[src/hw/rtl/mrr_pkg.sv]
// ----------------------------------------------------------------------------
// mrr_pkg
// Shared constants, types and helpers of the matrix row/column rotator.
// ----------------------------------------------------------------------------
package mrr_pkg;

    // matrix geometry
    localparam int MAX_DIM   = 32;
    localparam int IDX_W     = $clog2(MAX_DIM);
    localparam int ADDR_W    = 2 * IDX_W;
    localparam int DEPTH     = MAX_DIM * MAX_DIM;
    localparam int SIZE_W    = 6;
    localparam int WORD_W    = 32;
    localparam int SHIFT_W   = 16;
    localparam int STEP_W    = $clog2(SHIFT_W);

    // stream widths
    localparam int S_TDATA_W = 72;
    localparam int M_TDATA_W = 32;
    localparam int CFG_IDX_W = 2;

    // command codes
    localparam logic [2:0] ACT_LOAD      = 3'd0;
    localparam logic [2:0] ACT_ROW_RIGHT = 3'd1;
    localparam logic [2:0] ACT_ROW_LEFT  = 3'd2;
    localparam logic [2:0] ACT_COL_UP    = 3'd3;
    localparam logic [2:0] ACT_COL_DOWN  = 3'd4;
    localparam logic [2:0] ACT_READ      = 3'd5;

    // configuration register indexes
    localparam logic [CFG_IDX_W-1:0] CFG_ROWS = 2'd0;
    localparam logic [CFG_IDX_W-1:0] CFG_COLS = 2'd1;

    // input item as packed in s_tdata, lowest field last
    typedef struct packed {
        logic [5:0]         pad;
        logic [WORD_W-1:0]  value;
        logic [SHIFT_W-1:0] shift_amount;
        logic [IDX_W-1:0]   col_index;
        logic [IDX_W-1:0]   row_index;
        logic [IDX_W-1:0]   line_index;
        logic [2:0]         action;
    } in_item_t;

    // modulo unit request and response
    typedef struct packed {
        logic               start;
        logic [SHIFT_W-1:0] dividend;
        logic [SIZE_W-1:0]  divisor;
    } mod_req_t;

    typedef struct packed {
        logic               done;
        logic [IDX_W-1:0]   rem;
    } mod_rsp_t;

    // size register saturated to the storage dimension
    function automatic logic [SIZE_W-1:0] eff_size(input logic [SIZE_W-1:0] sz);
        logic [SIZE_W-1:0] lim;
        lim = SIZE_W'(MAX_DIM);
        return (sz > lim) ? lim : sz;
    endfunction

endpackage

[src/hw/rtl/mrr_mod_unit.sv]
// ----------------------------------------------------------------------------
// mrr_mod_unit
// Bit-serial remainder of the rotation amount by the line length,
// one dividend bit per cycle.
// ----------------------------------------------------------------------------
module mrr_mod_unit (
    input  logic              aclk,
    input  logic              aresetn,
    input  mrr_pkg::mod_req_t req,
    output mrr_pkg::mod_rsp_t rsp
);

    logic                             busy_reg,  busy_next;
    logic                             done_reg,  done_next;
    logic [mrr_pkg::STEP_W-1:0]       step_reg,  step_next;
    logic [mrr_pkg::SHIFT_W-1:0]      quo_reg,   quo_next;
    logic [mrr_pkg::IDX_W-1:0]        rem_reg,   rem_next;
    logic [mrr_pkg::SIZE_W-1:0]       div_reg,   div_next;
    logic [mrr_pkg::IDX_W:0]          trial;
    logic [mrr_pkg::IDX_W:0]          diff;

    // one restoring step: remainder stays below the divisor
    assign trial = {rem_reg, quo_reg[mrr_pkg::SHIFT_W-1]};
    assign diff  = trial - (mrr_pkg::IDX_W+1)'(div_reg);

    always_comb begin
        busy_next = busy_reg;
        done_next = 1'b0;
        step_next = step_reg;
        quo_next  = quo_reg;
        rem_next  = rem_reg;
        div_next  = div_reg;
        priority if (req.start) begin
            busy_next = 1'b1;
            step_next = '0;
            quo_next  = req.dividend;
            rem_next  = '0;
            div_next  = req.divisor;
        end else if (busy_reg) begin
            quo_next = {quo_reg[mrr_pkg::SHIFT_W-2:0], 1'b0};
            rem_next = ((mrr_pkg::IDX_W+1)'(div_reg) <= trial) ?
                       diff[mrr_pkg::IDX_W-1:0] : trial[mrr_pkg::IDX_W-1:0];
            step_next = step_reg + 1'b1;
            if (step_reg == mrr_pkg::STEP_W'(mrr_pkg::SHIFT_W - 1)) begin
                busy_next = 1'b0;
                done_next = 1'b1;
            end
        end
    end

    always_ff @(posedge aclk) begin
        if (!aresetn) begin
            busy_reg <= 1'b0;
            done_reg <= 1'b0;
            step_reg <= '0;
        end else begin
            busy_reg <= busy_next;
            done_reg <= done_next;
            step_reg <= step_next;
        end
        quo_reg <= quo_next;
        rem_reg <= rem_next;
        div_reg <= div_next;
    end

    assign rsp.done = done_reg;
    assign rsp.rem  = rem_reg;

endmodule

[config.mk]
export PLATFORM = sky130hd
export DESIGN_NAME = mrr_mod_unit
export DESIGN_NICKNAME = d
export VERILOG_FILES = /design/src/hw/rtl/mrr_pkg.sv /design/src/hw/rtl/mrr_mod_unit.sv
export SDC_FILE = /design/constraint.sdc
export NUM_CORES = 1
export LEC_CHECK = 0
export ABC_AREA = 1
export BUFFER_PORTS_ARGS = -buffer_cell sky130_fd_sc_hd__buf_2
export CORE_AREA = 2 2 60 62
export DETAILED_ROUTE_END_ITERATION = 8
export DIE_AREA = 0 0 62 64
export HOLD_SLACK_MARGIN = 0.02
export PLACE_DENSITY = 0.75
export RECOVER_POWER = 50
export SLEW_MARGIN = 20
export SYNTH_ARGS = -nofsm -noshare
export SYNTH_HDL_FRONTEND = slang
export SYNTH_SLANG_ARGS = --single-unit
[constraint.sdc]
create_clock -name aclk -period 1.88 [get_ports aclk]
set_clock_uncertainty 0.2 [all_clocks]
set_input_delay 0.564 -clock aclk [delete_from_list [all_inputs] [get_ports aclk]]
set_output_delay 0.564 -clock aclk [all_outputs]
set_load 0.05 [all_outputs]
== Word-level counts from Yosys, hierarchy flattened ==
Index checks and enable logic that the tools add are counted.
Word-level totals
  output and inout port bits: 6
  input port bits: 25
  register bits: 33
Operators by class
  mux-type cells: 7
  equality and inequality tests: 1
  order comparisons: 1
  bitwise operators: 2
  reduce and logical (&&, ||, !) cells: 3
  add/subtract/negate cells: 2
Operator list (number)
  $mux 16: 2
  $le 6x6->1: 1
  $mux 5: 1
  $sub 5x5->5: 1
  $add 4x1->4 const B: 1
  $eq 4x4->1 const B: 1
  $mux 1: 4
  $reduce_or 3->1: 1
  $not 1->1: 2
  $reduce_bool 2->1: 1
  $reduce_or 2->1: 1

== Longest topological paths before layout ==
Gate-level depths: netlist of run 1.
  depth in word-level cells: 4
  gate-level depth with buffers: 11
  gate-level depth less buffers: 11

== Least setup slack after synthesis of run 1 ==
No wires, ideal clock.
  path type: register to register
  start: register rem_reg[0] (netlist name)
  end: register rem_reg[4] (netlist name)
  slack: -150 ps
  required time: 1567 ps
  cell stages (with the launch flop): 11
  arrival: 1716 ps
  path through: dfxtp_1 inv_1 fa_1 inv_1 nand3_1 nand3_1 nand2_1 nand2_1 nand2_1 nand3_1 nand2_1
Between the ends
  cells in the longest elaborated chain, start to end: 2
RTL lines
  start, declared: RTL line mrr_mod_unit.sv:17  | logic [mrr_pkg::IDX_W-1:0] rem_reg, rem_next;
  start signal, assigned: RTL line mrr_mod_unit.sv:62  | rem_reg <= rem_next;
  $sub 5x5->5 or $le 6x6->1 (tied branches): RTL line mrr_mod_unit.sv:24, mrr_mod_unit.sv:41
  $mux 5 *: RTL line mrr_mod_unit.sv:41  | rem_next = ((mrr_pkg::IDX_W+1)'(div_reg) <= trial) ?
Mark *: on every way between the ends. The rest lies on a longest branch, timed or not.
A chain may end at the register's enable or synchronous reset.

== Worst setup path after layout of run 1 ==
  start: register quo_reg[15] (netlist name)
  end: register rem_reg[4] (netlist name)
Between the ends
  cells in the longest elaborated chain, start to end: 2
RTL lines
  start, declared: RTL line mrr_mod_unit.sv:16  | logic [mrr_pkg::SHIFT_W-1:0] quo_reg, quo_next;
  start signal, assigned: RTL line mrr_mod_unit.sv:61  | quo_reg <= quo_next;
  $sub 5x5->5 or $le 6x6->1 (tied branches): RTL line mrr_mod_unit.sv:24, mrr_mod_unit.sv:41
  $mux 5 *: RTL line mrr_mod_unit.sv:41
Marked as above.

==> metrics.yaml, run 1 <==
cp-start-kind: "flop"
power_w: 0.00182
synth.avg_cell_area_um2: 8.83
p_leak_nw: 0.996
row_count: 21
num_io_pins: 31
initial_core_util_pct: 51.6
power_frac_clock_pct: 28.7
grt_pass1_wl_um: 5200
maxSlewHeadroom_pct: 47.6
syn_area_um2: 1700
wire_per_inst_um: 11.6
worst_slew_pin_slew_ns: 0.786
layout-drive-gt1-share_pct: 24.9
area_growth_pct: 21.8
drt_iter0_markers: 66
critPathCaptureType: "flop"
grt_antenna_before_repair: 0
core_um2: 3280
clk_latency_ns: 0.33
internal_power_w: 0.00128
drt-total-wl_um: 3230
htreeDepth: 2
layout_worst_path_cycle_share_pct: 96.0
critPathMaxFanout: 2
synth_seq_cells: 33
port_buffers: 30
grt_max_degree: 19
die_area_um2: 3970
drtPass1Iterations: 7
p_sw_w: 0.000539
tritoncts: "yes"
fin_crit_ns: 1.80
slew_viol_final: 0
ff2ff_setup_slack_ns: 0.08
largest_reg_flops: 16
final_cells: 279
hpwl_um: 2340
syn_nets: 229
grt_overflow: 0
ir_drop_v: 0.000795
placedCellCount: 269
netSwitchingFraction_pct: 29.5
cp.required_ns: 1.91
clk_path_buf_depth: 2
netlist_instances: 192
synth_cell_type_count: 25
cpMostUsedCell: "nand2_1"
hold_violations: 0
worst_r2r_path_depth: 11
maxCapViolCount: 0
dp_worst_setup_slack_ns: 0.0391
holdPathEnd: "div_reg[4]$_DFFE_PP_"
clock_sinks: 33
gp_congestion: 0.830
grt_pass1_vias: 1220
synth_seq_area_share_pct: 52.0
min_from: "req[4]"
status: "complete, no violations"
fin_ws_ns: 0.0752
fmax_mhz: 554
worstReg2RegStart: "quo_reg[15]$_DFFE_PP_"
ant_nets: 0
cp_cell_sequence: "inv_2, ha_2, fa_2, inv_1, nand3_1, nand3_1, nand2_1, nand2_1, nand2_1, nand3_1, nand2_1"
critPathSlowestCell: "edfxtp_1"
route.detailed.drc: 0
finalSetupViolCount: 0
critical_path_class: "flop to flop"
die_h_um: 64
cp.arrival_ns: 1.84
cts_buffers: 5
grt_usage_pct: 17.9
min_path_type: "primary input to flop"
via_per_inst: 4.83
n_antenna_cell: 0
fin_setup_tns_ns: 0
nets: 269
seq_power_share_pct: 48.4
critical-path-max-stage-delay_ns: 0.40
crit-reg2reg-capture: "rem_reg[4]$_SDFFE_PP0P_"
cts.reportedPaths.clkPinSlew_ns: 0.10
die_x_um: 62
clockRootBuffer: "clkbuf_4"
hold-path-cell-count: 1
pwr-share-comb_pct: 22.9
yosysWarningCount: 0
powerDensity_nw_per_um2: 882
vias: 1347
-- how the worst max path moves through the flow --
stage | end | startpoint | cells past startpoint
2_1_floorplan | rem_reg[4]$_SDFFE_PP0P_ | rem_reg[0]$_SDFFE_PP0P_ | 10
3_3_place_gp | rem_reg[4]$_SDFFE_PP0P_ | quo_reg[15]$_DFFE_PP_ | 11
3_5_place_dp | rem_reg[4]$_SDFFE_PP0P_ | quo_reg[15]$_DFFE_PP_ | 11
4_1_cts | rem_reg[4]$_SDFFE_PP0P_ | quo_reg[15]$_DFFE_PP_ | 11
5_1_grt | rem_reg[4]$_SDFFE_PP0P_ | quo_reg[15]$_DFFE_PP_ | 11
6_report | rem_reg[4]$_SDFFE_PP0P_ | quo_reg[15]$_DFFE_PP_ | 11
-- logic make-up after synthesis --
| group | synth area share [%] |
|---|---|
| and+or+nand+nor | 28.3 |
| DFF | 52.0 |
| buffers and inverters | 7.23 |
| adders and majority gates | 9.30 |
| AOI/OAI and AO/OA | 2.66 |
| xor gates and xnor gates | 0.517 |
-- per-stage QoR --
step                      instance area (um2)  util, %  hold slack (ns)
after global placement                   1940     59.0            0.249
after CTS                                2020     61.4            0.185
after detailed placement                 1940     59.0            0.257
after global routing                     2070     62.9            0.186
after floorplan                          1700        -            0.254
final                                    2070     62.9            0.203
-- routing by layer --
metal | global-route usage (%) | vias to the layer above | part of all wire, %
met3 | 5.87 | 2 | 5.2
met5 | 0 | - | 0
met1 | 24.5 | 616 | 45
li1 | - | 695 | -
met2 | 26.2 | 34 | 49
met4 | 6.38 | 0 | 0.81
-- worst max-delay path, delay by kind of cell (launching register included) --
family                     cells  cell delay, ns
DFF                            1            0.40
adders and majority gates      2            0.55
buffers and inverters          2            0.12
and+or+nand+nor                7            0.44
-- placed cells by master (no fill, tap or decap), types with 6 or more instances in the layout --
| cell | netlist | routed |
|---|---|---|
| nand2_1 | 77 | 77 |
| buf_2 | 2 | 29 |
| inv_1 | 25 | 24 |
| edfxtp_1 | 22 | 22 |
| nand3_1 | 12 | 12 |
| ha_1 | 11 | 8 |
| dfxtp_1 | 11 | 6 |
-- power by group through the flow --
stage               sequential [W]  combinational, W  clock (W)
finish                    0.000882          0.000418   0.000523
global route              0.000890          0.000469   0.000565
CTS                       0.000881          0.000383   0.000537
detailed placement        0.000898          0.000380          0
global placement          0.000894          0.000370          0
floorplan                 0.000934          0.000230          0
-- cells in the mapped netlist (all sizes together) --
master | count | area (um2)
clkbuf | 1 | 3.75
xor2 | 1 | 8.76
inv | 27 | 101
a21oi | 5 | 25.0
nor2 | 7 | 45.1
nand3 | 14 | 87.6
nand3b | 2 | 15.0
a211oi | 2 | 15.0
nand2 | 78 | 300
nand4 | 1 | 6.26
o21ai | 1 | 5.00
edfxtp | 22 | 661
fa | 1 | 20.0
ha | 11 | 138
nor4 | 1 | 6.26
buf | 3 | 17.5
nor3 | 4 | 20.0
dfxtp | 11 | 220
-- repair_timing --
item / 4_1_cts / 5_1_grt
buffers inserted: 0 / 2
setup endpoints to repair: 0 / 5
resized for setup: 0 / 8
hold buffers: 0 / 0
-- layout make-up --
type	instances	area, um2
Clock buffer	5	37.5
Clock inverter	3	41.3
Fill cell	289	1220
Inverter	27	101
Multi-Input combinational cell	128	734
Sequential cell	33	887
Tap cell	46	57.6
Timing Repair Buffer	37	206
Power figures use the tool's default switching activity.
==> run 2: changes to the inputs <==
--- a/config.mk
+++ b/config.mk
@@ -5,13 +5,12 @@
 export SDC_FILE = /design/constraint.sdc
 export NUM_CORES = 1
 export LEC_CHECK = 0
-export ABC_AREA = 1
 export BUFFER_PORTS_ARGS = -buffer_cell sky130_fd_sc_hd__buf_2
-export CORE_AREA = 2 2 60 62
+export CORE_AREA = 2 2 59 61
 export DETAILED_ROUTE_END_ITERATION = 8
-export DIE_AREA = 0 0 62 64
+export DIE_AREA = 0 0 61 63
 export HOLD_SLACK_MARGIN = 0.02
-export PLACE_DENSITY = 0.75
+export PLACE_DENSITY = 0.76
 export RECOVER_POWER = 50
 export SLEW_MARGIN = 20
 export SYNTH_ARGS = -nofsm -noshare
==> constraint.sdc (replaced) <==
create_clock -name aclk -period 1.88 [get_ports aclk]
set_clock_uncertainty 0.2 [all_clocks]
set_input_delay 0.564 -clock aclk [delete_from_list [all_inputs] [get_ports aclk]]
set_output_delay 0.564 -clock aclk [all_outputs]
set_load 0.02 [all_outputs]
==> metrics.yaml, run 2 <==
layout-drive-gt1-share_pct: 50.0  # was 24.9%
clk_path_buf_depth: 2  # unchanged
final_common_cell: "buf_2"  # was nand2_1
largest_reg_flops: 16  # unchanged
ant_nets: 0  # unchanged
synth_seq_cells: 33  # unchanged
syn_area_um2: 1630  # was 1700 um2
htreeDepth: 2  # unchanged
die_h_um: 63  # was 64 um
netlist_top_cells_count: "22 x edfxtp_1, 15 x mux2_2, 11 x dfxtp_1, 11 x ha_1"  # was 77 x nand2_1, 25 x inv_1, 22 x edfxtp_1
grt_setup_unrepaired: "true"
fin_crit_ns: 2.05  # was 1.80 ns
critPathMaxFanout: 2  # unchanged
async_flop_share_pct: 0  # unchanged
hpwl_um: 2270  # was 2340 um
min_path_type: "primary input to flop"  # unchanged
yosysMostFrequentCell: "edfxtp_1"  # was nand2_1
layout_worst_path_cycle_share_pct: 109  # was 96.0%
status: "finished with violations"  # was complete, no violations
worst_slew_pin_slew_ns: 1.07  # was 0.786 ns
cts.reportedPaths.clkPinSlew_ns: 0.10  # about the same
synth.avg_cell_area_um2: 12.8  # was 8.83 um2
cp-start-kind: "flop"  # unchanged
nets: 212  # was 269
critical_path_class: "flop to flop"  # unchanged
port_buffers: 30  # unchanged
critical-path-max-stage-delay_ns: 0.41  # was 0.40 ns
finalSetupViolCount: 27  # was 0
synth_seq_area_share_pct: 53.9  # was 52.0%
num_io_pins: 31  # unchanged
powerDensity_nw_per_um2: 849  # was 882 nW/um2
clock_sinks: 33  # unchanged
grt_antenna_before_repair: 0  # unchanged
die_x_um: 61  # was 62 um
maxSlewHeadroom_pct: 28.7  # was 47.6%
slew_viol_final: 0  # unchanged
syn_nets: 165  # was 229
route.detailed.drc: 0  # unchanged
power_w: 0.00180  # was 0.00182 W
synth_edf_count: 22  # unchanged
clk_latency_ns: 0.32  # was 0.33 ns
vias: 1088  # was 1,347
critPathSlowestCell: "edfxtp_1"  # unchanged
hold_violations: 0  # unchanged
maxCapViolCount: 0  # unchanged
via_per_inst: 4.90  # was 4.83
synth_cell_type_count: 31  # was 25
grt_overflow: 0  # unchanged
fin_ws_ns: -0.173  # was 0.0752 ns
synth-main-ff-cell: "edfxtp_1"  # unchanged
layout_common_cells: "29 x buf_2, 22 x edfxtp_1, 16 x buf_4"  # was 77 x nand2_1, 29 x buf_2, 24 x inv_1
tritoncts: "yes"  # unchanged
core_um2: 3230  # was 3280 um2
wire_per_inst_um: 12.8  # was 11.6 um
area_growth_pct: 29.6  # was 21.8%
cts_buffers: 5  # unchanged
cp_cell_sequence: "ha_2, fa_2, or2b_1, a21oi_2, xor2_1, mux2i_1, a211oi_1"  # was inv_2, ha_2, fa_2, inv_1, nand3_1, nand3_1, nand2_1, nand2_1, nand2_1, nand3_1, nand2_1
p_leak_nw: 0.863  # was 0.996 nW
grt_usage_pct: 18.0  # was 17.9%
critPathCaptureType: "flop"  # unchanged
die_area_um2: 3840  # was 3970 um2
initial_core_util_pct: 50.6  # was 51.6%
clockRootBuffer: "clkbuf_4"  # unchanged
cp.arrival_ns: 2.09  # was 1.84 ns
finish.utilization_pct: 65.5  # was 62.9%
row_count: 21  # unchanged
grt_pass1_wl_um: 5110  # was 5200 um
synth_area_leaders: "edfxtp_1 40%, dfxtp_1 13%, mux2_2 10%, ha_1 8.4%, mux2i_1 2.5%"  # was edfxtp_1 39%, nand2_1 17%, dfxtp_1 13%, ha_1 8.1%, inv_1 5.5%
fin_setup_tns_ns: -1.47  # was 0 ns
drt_iter0_markers: 37  # was 66
grt_pass1_vias: 1141  # was 1,220
failed_checks: "negative setup slack"
synth_top_area_share_pct: 40.4  # was 39.0%
cp.required_ns: 1.91  # about the same
netlist_instances: 128  # was 192
gp_congestion: 0.872  # was 0.830
drt-total-wl_um: 2840  # was 3230 um
grt_max_degree: 24  # was 19
ir_drop_v: 0.000474  # was 0.000795 V
yosysWarningCount: 0  # unchanged
drtPass1Iterations: 4  # was 7
fmax_mhz: 487  # was 554 MHz
dp_worst_setup_slack_ns: -0.203  # was 0.0391 ns
n_antenna_cell: 0  # unchanged
synth_top_cell_by_area: "edfxtp_1"  # unchanged
-- run 2: cell count changes in the layout (fill, tap and decap cells not counted), moves of 5 or more --
cell     previous run  this run
nand3_1            12         2
buf_4               4        16
dfxtp_2             5         0
inv_1              24         8
mux2_2              0        15
nand2_1            77         4
dfxtp_4             0         5
-- run 2: critical path: cells and delay by family (launching register included) --
family / cells / cell delay, ns
mux: 1 / 0.08
xor+xnor: 1 / 0.16
compound gates: 2 / 0.34
simple gates: 1 / 0.24
flops: 1 / 0.41
fa+ha+maj: 2 / 0.54
-- run 2: through the flow --
| step | area (um2) | hold slack, ns | instances |
|---|---|---|---|
| floorplan | 1730 | 0.239 | 128 |
| global placement | 2020 | 0.259 | 212 |
| detailed placement | 2020 | 0.288 | 212 |
| CTS | 2110 | 0.196 | 221 |
| global route | 2120 | 0.199 | 222 |
| finish | 2120 | 0.214 | 222 |
-- run 2: final timing paths --
kind | startpoint | end | slack (ns) | cells after the start
min | req[2] | div_reg[2]$_DFFE_PP_ | 0.21 | 1
max | div_reg[0]$_DFFE_PP_ | rem_reg[4]$_SDFFE_PP0P_ | -0.17 | 7
min reg2reg | step_reg[3]$_SDFFE_PP0P_ | done_reg$_SDFF_PP0_ | 0.29 | 2
max reg2reg | div_reg[0]$_DFFE_PP_ | rem_reg[4]$_SDFFE_PP0P_ | -0.17 | 7
-- run 2: layout make-up --
type / instances / area, um2
multi-input cells: 79 / 774
flip-flops and latches: 33 / 900
inverters: 10 / 37.5
clock inverters: 3 / 41.3
repair buffers: 46 / 269
fillers: 247 / 1110
well taps: 46 / 57.6
clock buffers: 5 / 37.5
-- run 2: kinds of logic (layout without fill, tap and decap cells) --
| group | after synthesis | in the layout | share of synthesized area, % |
|---|---|---|---|
| compound gates | 13 | 13 | 6.89 |
| xor+xnor | 6 | 6 | 3.22 |
| mux | 19 | 19 | 12.8 |
| buf+inv | 16 | 64 | 3.98 |
| simple gates | 29 | 29 | 9.57 |
| fa+ha+maj | 12 | 12 | 9.65 |
| flops | 33 | 33 | 53.9 |
-- run 2: per-layer routing --
metal | vias to the layer above | wire, um | track usage [%]
met4 | 0 | 22 | 7.34
li1 | 553 | - | -
met3 | 2 | 92 | 4.35
met1 | 516 | 1230 | 21.3
met2 | 17 | 1500 | 30.4
met5 | - | 0 | 0
-- run 2: report_power, final --
part / switching (W) / internal, W
logic: 0.000190 / 0.000221
registers: 0.0000314 / 0.000847
clock network: 0.000233 / 0.000275
total: 0.000454 / 0.00134
-- run 2: timing repair --
action	in CTS	in global routing
endpoints found under the setup margin	5	5
gates cloned	0	0
resized for setup	1	1
pin swaps	4	3
hold buffers	0	0
buffers inserted	1	1
==> run 3: changes to the inputs <==
--- a/config.mk
+++ b/config.mk
@@ -6,11 +6,12 @@
 export NUM_CORES = 1
 export LEC_CHECK = 0
 export BUFFER_PORTS_ARGS = -buffer_cell sky130_fd_sc_hd__buf_2
-export CORE_AREA = 2 2 59 61
+export CORE_AREA = 2 2 61 63
+export CTS_CLUSTER_SIZE = 30
 export DETAILED_ROUTE_END_ITERATION = 8
-export DIE_AREA = 0 0 61 63
+export DIE_AREA = 0 0 63 65
 export HOLD_SLACK_MARGIN = 0.02
-export PLACE_DENSITY = 0.76
+export PLACE_DENSITY = 0.71
 export RECOVER_POWER = 50
 export SLEW_MARGIN = 20
 export SYNTH_ARGS = -nofsm -noshare
==> metrics.yaml, run 3 (synthesis results as in run 2) <==
post_dp_cell_area_um2: 2030  # was 2020 um2
failed_checks: "negative setup slack"  # unchanged
power_w: 0.00166  # was 0.00180 W
fmax_mhz: 484  # was 487 MHz
ir_drop_v: 0.000531  # was 0.000474 V
seq_power_share_pct: 53.0  # was 48.8%
power_frac_clock_pct: 22.1  # was 28.3%
die_area_um2: 4100  # was 3840 um2
critical_path_class: "flop to flop"  # unchanged
die_x_um: 63  # was 61 um
fin_area_um2: 2100  # was 2120 um2
cp.arrival_ns: 2.08  # was 2.09 ns
area_growth_pct: 28.8  # was 29.6%
drtPass1Iterations: 4  # unchanged
clock_sinks: 33  # unchanged
grt_pass1_wl_um: 4940  # was 5110 um
critPathCaptureType: "flop"  # unchanged
internal_power_w: 0.00122  # was 0.00134 W
hpwl_um: 2150  # was 2270 um
pwr-share-comb_pct: 24.9  # was 22.9%
fillers: 315  # was 247
core_um2: 3500  # was 3230 um2
clk_latency_ns: 0.33  # was 0.32 ns
drt-total-wl_um: 2840  # about the same
layout_common_cells: "29 x buf_2, 22 x edfxtp_1, 15 x mux2_2"  # was 29 x buf_2, 22 x edfxtp_1, 16 x buf_4
largest_reg_flops: 16  # unchanged
fin_ws_ns: -0.188  # was -0.173 ns
layout-drive-gt1-share_pct: 48.9  # was 50.0%
final_common_cell: "buf_2"  # unchanged
worst_slew_pin_slew_ns: 0.520  # was 1.07 ns
drt_iter0_markers: 38  # was 37
die_h_um: 65  # was 63 um
route.detailed.drc: 0  # unchanged
num_io_pins: 31  # unchanged
initial_core_util_pct: 46.7  # was 50.6%
hold_violations: 0  # unchanged
hold_ws_ns: 0.204  # was 0.214 ns
netSwitchingFraction_pct: 26.5  # was 25.3%
p_leak_nw: 0.857  # was 0.863 nW
htreeDepth: 2  # unchanged
slew_viol_final: 0  # unchanged
maxSlewHeadroom_pct: 65.3  # was 28.7%
row_count: 22  # was 21
grt_antenna_before_repair: 0  # unchanged
tritoncts: "yes"  # unchanged
clockRootBuffer: "clkbuf_4"  # unchanged
status: "finished with violations"  # unchanged
nets: 214  # was 212
grt_overflow: 0  # unchanged
finish.utilization_pct: 60.2  # was 65.5%
layout_worst_path_cycle_share_pct: 110  # was 109%
port_buffers: 30  # unchanged
gp_congestion: 0.825  # was 0.872
grt_setup_unrepaired: "true"  # unchanged
min_path_type: "primary input to flop"  # unchanged
maxCapViolCount: 0  # unchanged
n_antenna_cell: 0  # unchanged
fin_crit_ns: 2.07  # was 2.05 ns
finalSetupViolCount: 5  # was 27
grt_max_degree: 25  # was 24
p_sw_w: 0.000439  # was 0.000454 W
wire_per_inst_um: 12.6  # was 12.8 um
cp-start-kind: "flop"  # unchanged
via_per_inst: 4.88  # was 4.90
grt_pass1_vias: 1097  # was 1,141
dp_worst_setup_slack_ns: -0.217  # was -0.203 ns
ant_nets: 0  # unchanged
cts.reportedPaths.clkPinSlew_ns: 0.10  # about the same
powerDensity_nw_per_um2: 787  # was 849 nW/um2
grt_usage_pct: 15.8  # was 18.0%
critPathMaxFanout: 7  # was 2
clk_path_buf_depth: 2  # unchanged
cts_buffers: 5  # unchanged
cp.required_ns: 1.89  # was 1.91 ns
vias: 1103  # was 1,088
-- run 3: power groups by stage --
stage / clock (W) / sequential [W] / combinational [W]
after global placement: 0 / 0.000895 / 0.000387
final: 0.000366 / 0.000878 / 0.000413
after CTS: 0.000384 / 0.000879 / 0.000416
after global routing: 0.000417 / 0.000887 / 0.000460
after floorplan: 0 / 0.000906 / 0.000248
after detailed placement: 0 / 0.000896 / 0.000400
-- run 3: path summary, 6_finish.rpt --
check,start,slack [ns],depth (start not counted),endpoint
max reg2reg,div_reg[2]$_DFFE_PP_,-0.19,6,rem_reg[3]$_SDFFE_PP0P_
min reg2reg,step_reg[3]$_SDFFE_PP0P_,0.27,2,done_reg$_SDFF_PP0_
min,req[2],0.20,1,div_reg[2]$_DFFE_PP_
max,div_reg[2]$_DFFE_PP_,-0.19,6,rem_reg[3]$_SDFFE_PP0P_
-- run 3: per-stage QoR --
stage	instances	TNS (ns)
floorplan	128	-0.359
global placement	216	-0.642
detailed placement	216	-0.885
CTS	226	-0.854
global route	226	-1.38
finish	226	-0.844
-- run 3: per-layer routing --
metal / routed length, um / part of all wire [%] / global-route usage (%) / vias to the layer above
met4: 23 / 0.81 / 5.00 / 0
li1: - / - / - / 556
met3: 135 / 4.8 / 5.73 / 5
met1: 1200 / 42 / 18.9 / 518
met2: 1480 / 52 / 26.7 / 24
met5: 0 / 0 / 0 / -
-- run 3: layout make-up --
type                       count  area, um2  share of cell area, %
clock buffer                   8       48.8                   2.32
tap                           48       60.1                   2.85
timing repair buffer          48        278                   13.2
inverter                      10       37.5                   1.78
multi-input combinational     79        781                   37.1
sequential                    33        900                   42.7
-- run 3: repair_timing --
| action | 4_1_cts | 5_1_grt |
|---|---|---|
| pin swaps | 9 | 3 |
| resized for setup | 2 | 2 |
| buffers inserted | 2 | 0 |
| hold buffers | 0 | 0 |
| setup endpoints to repair | 5 | 5 |
-- run 3: worst max-delay path, stage by stage (launching register included) --
cell and delay (ns):
edfxtp_1 0.45, ha_4 0.30, nand4_1 0.14, o21bai_4 0.21
a31oi_4 0.30, mux2i_1 0.26, a211oi_2 0.08
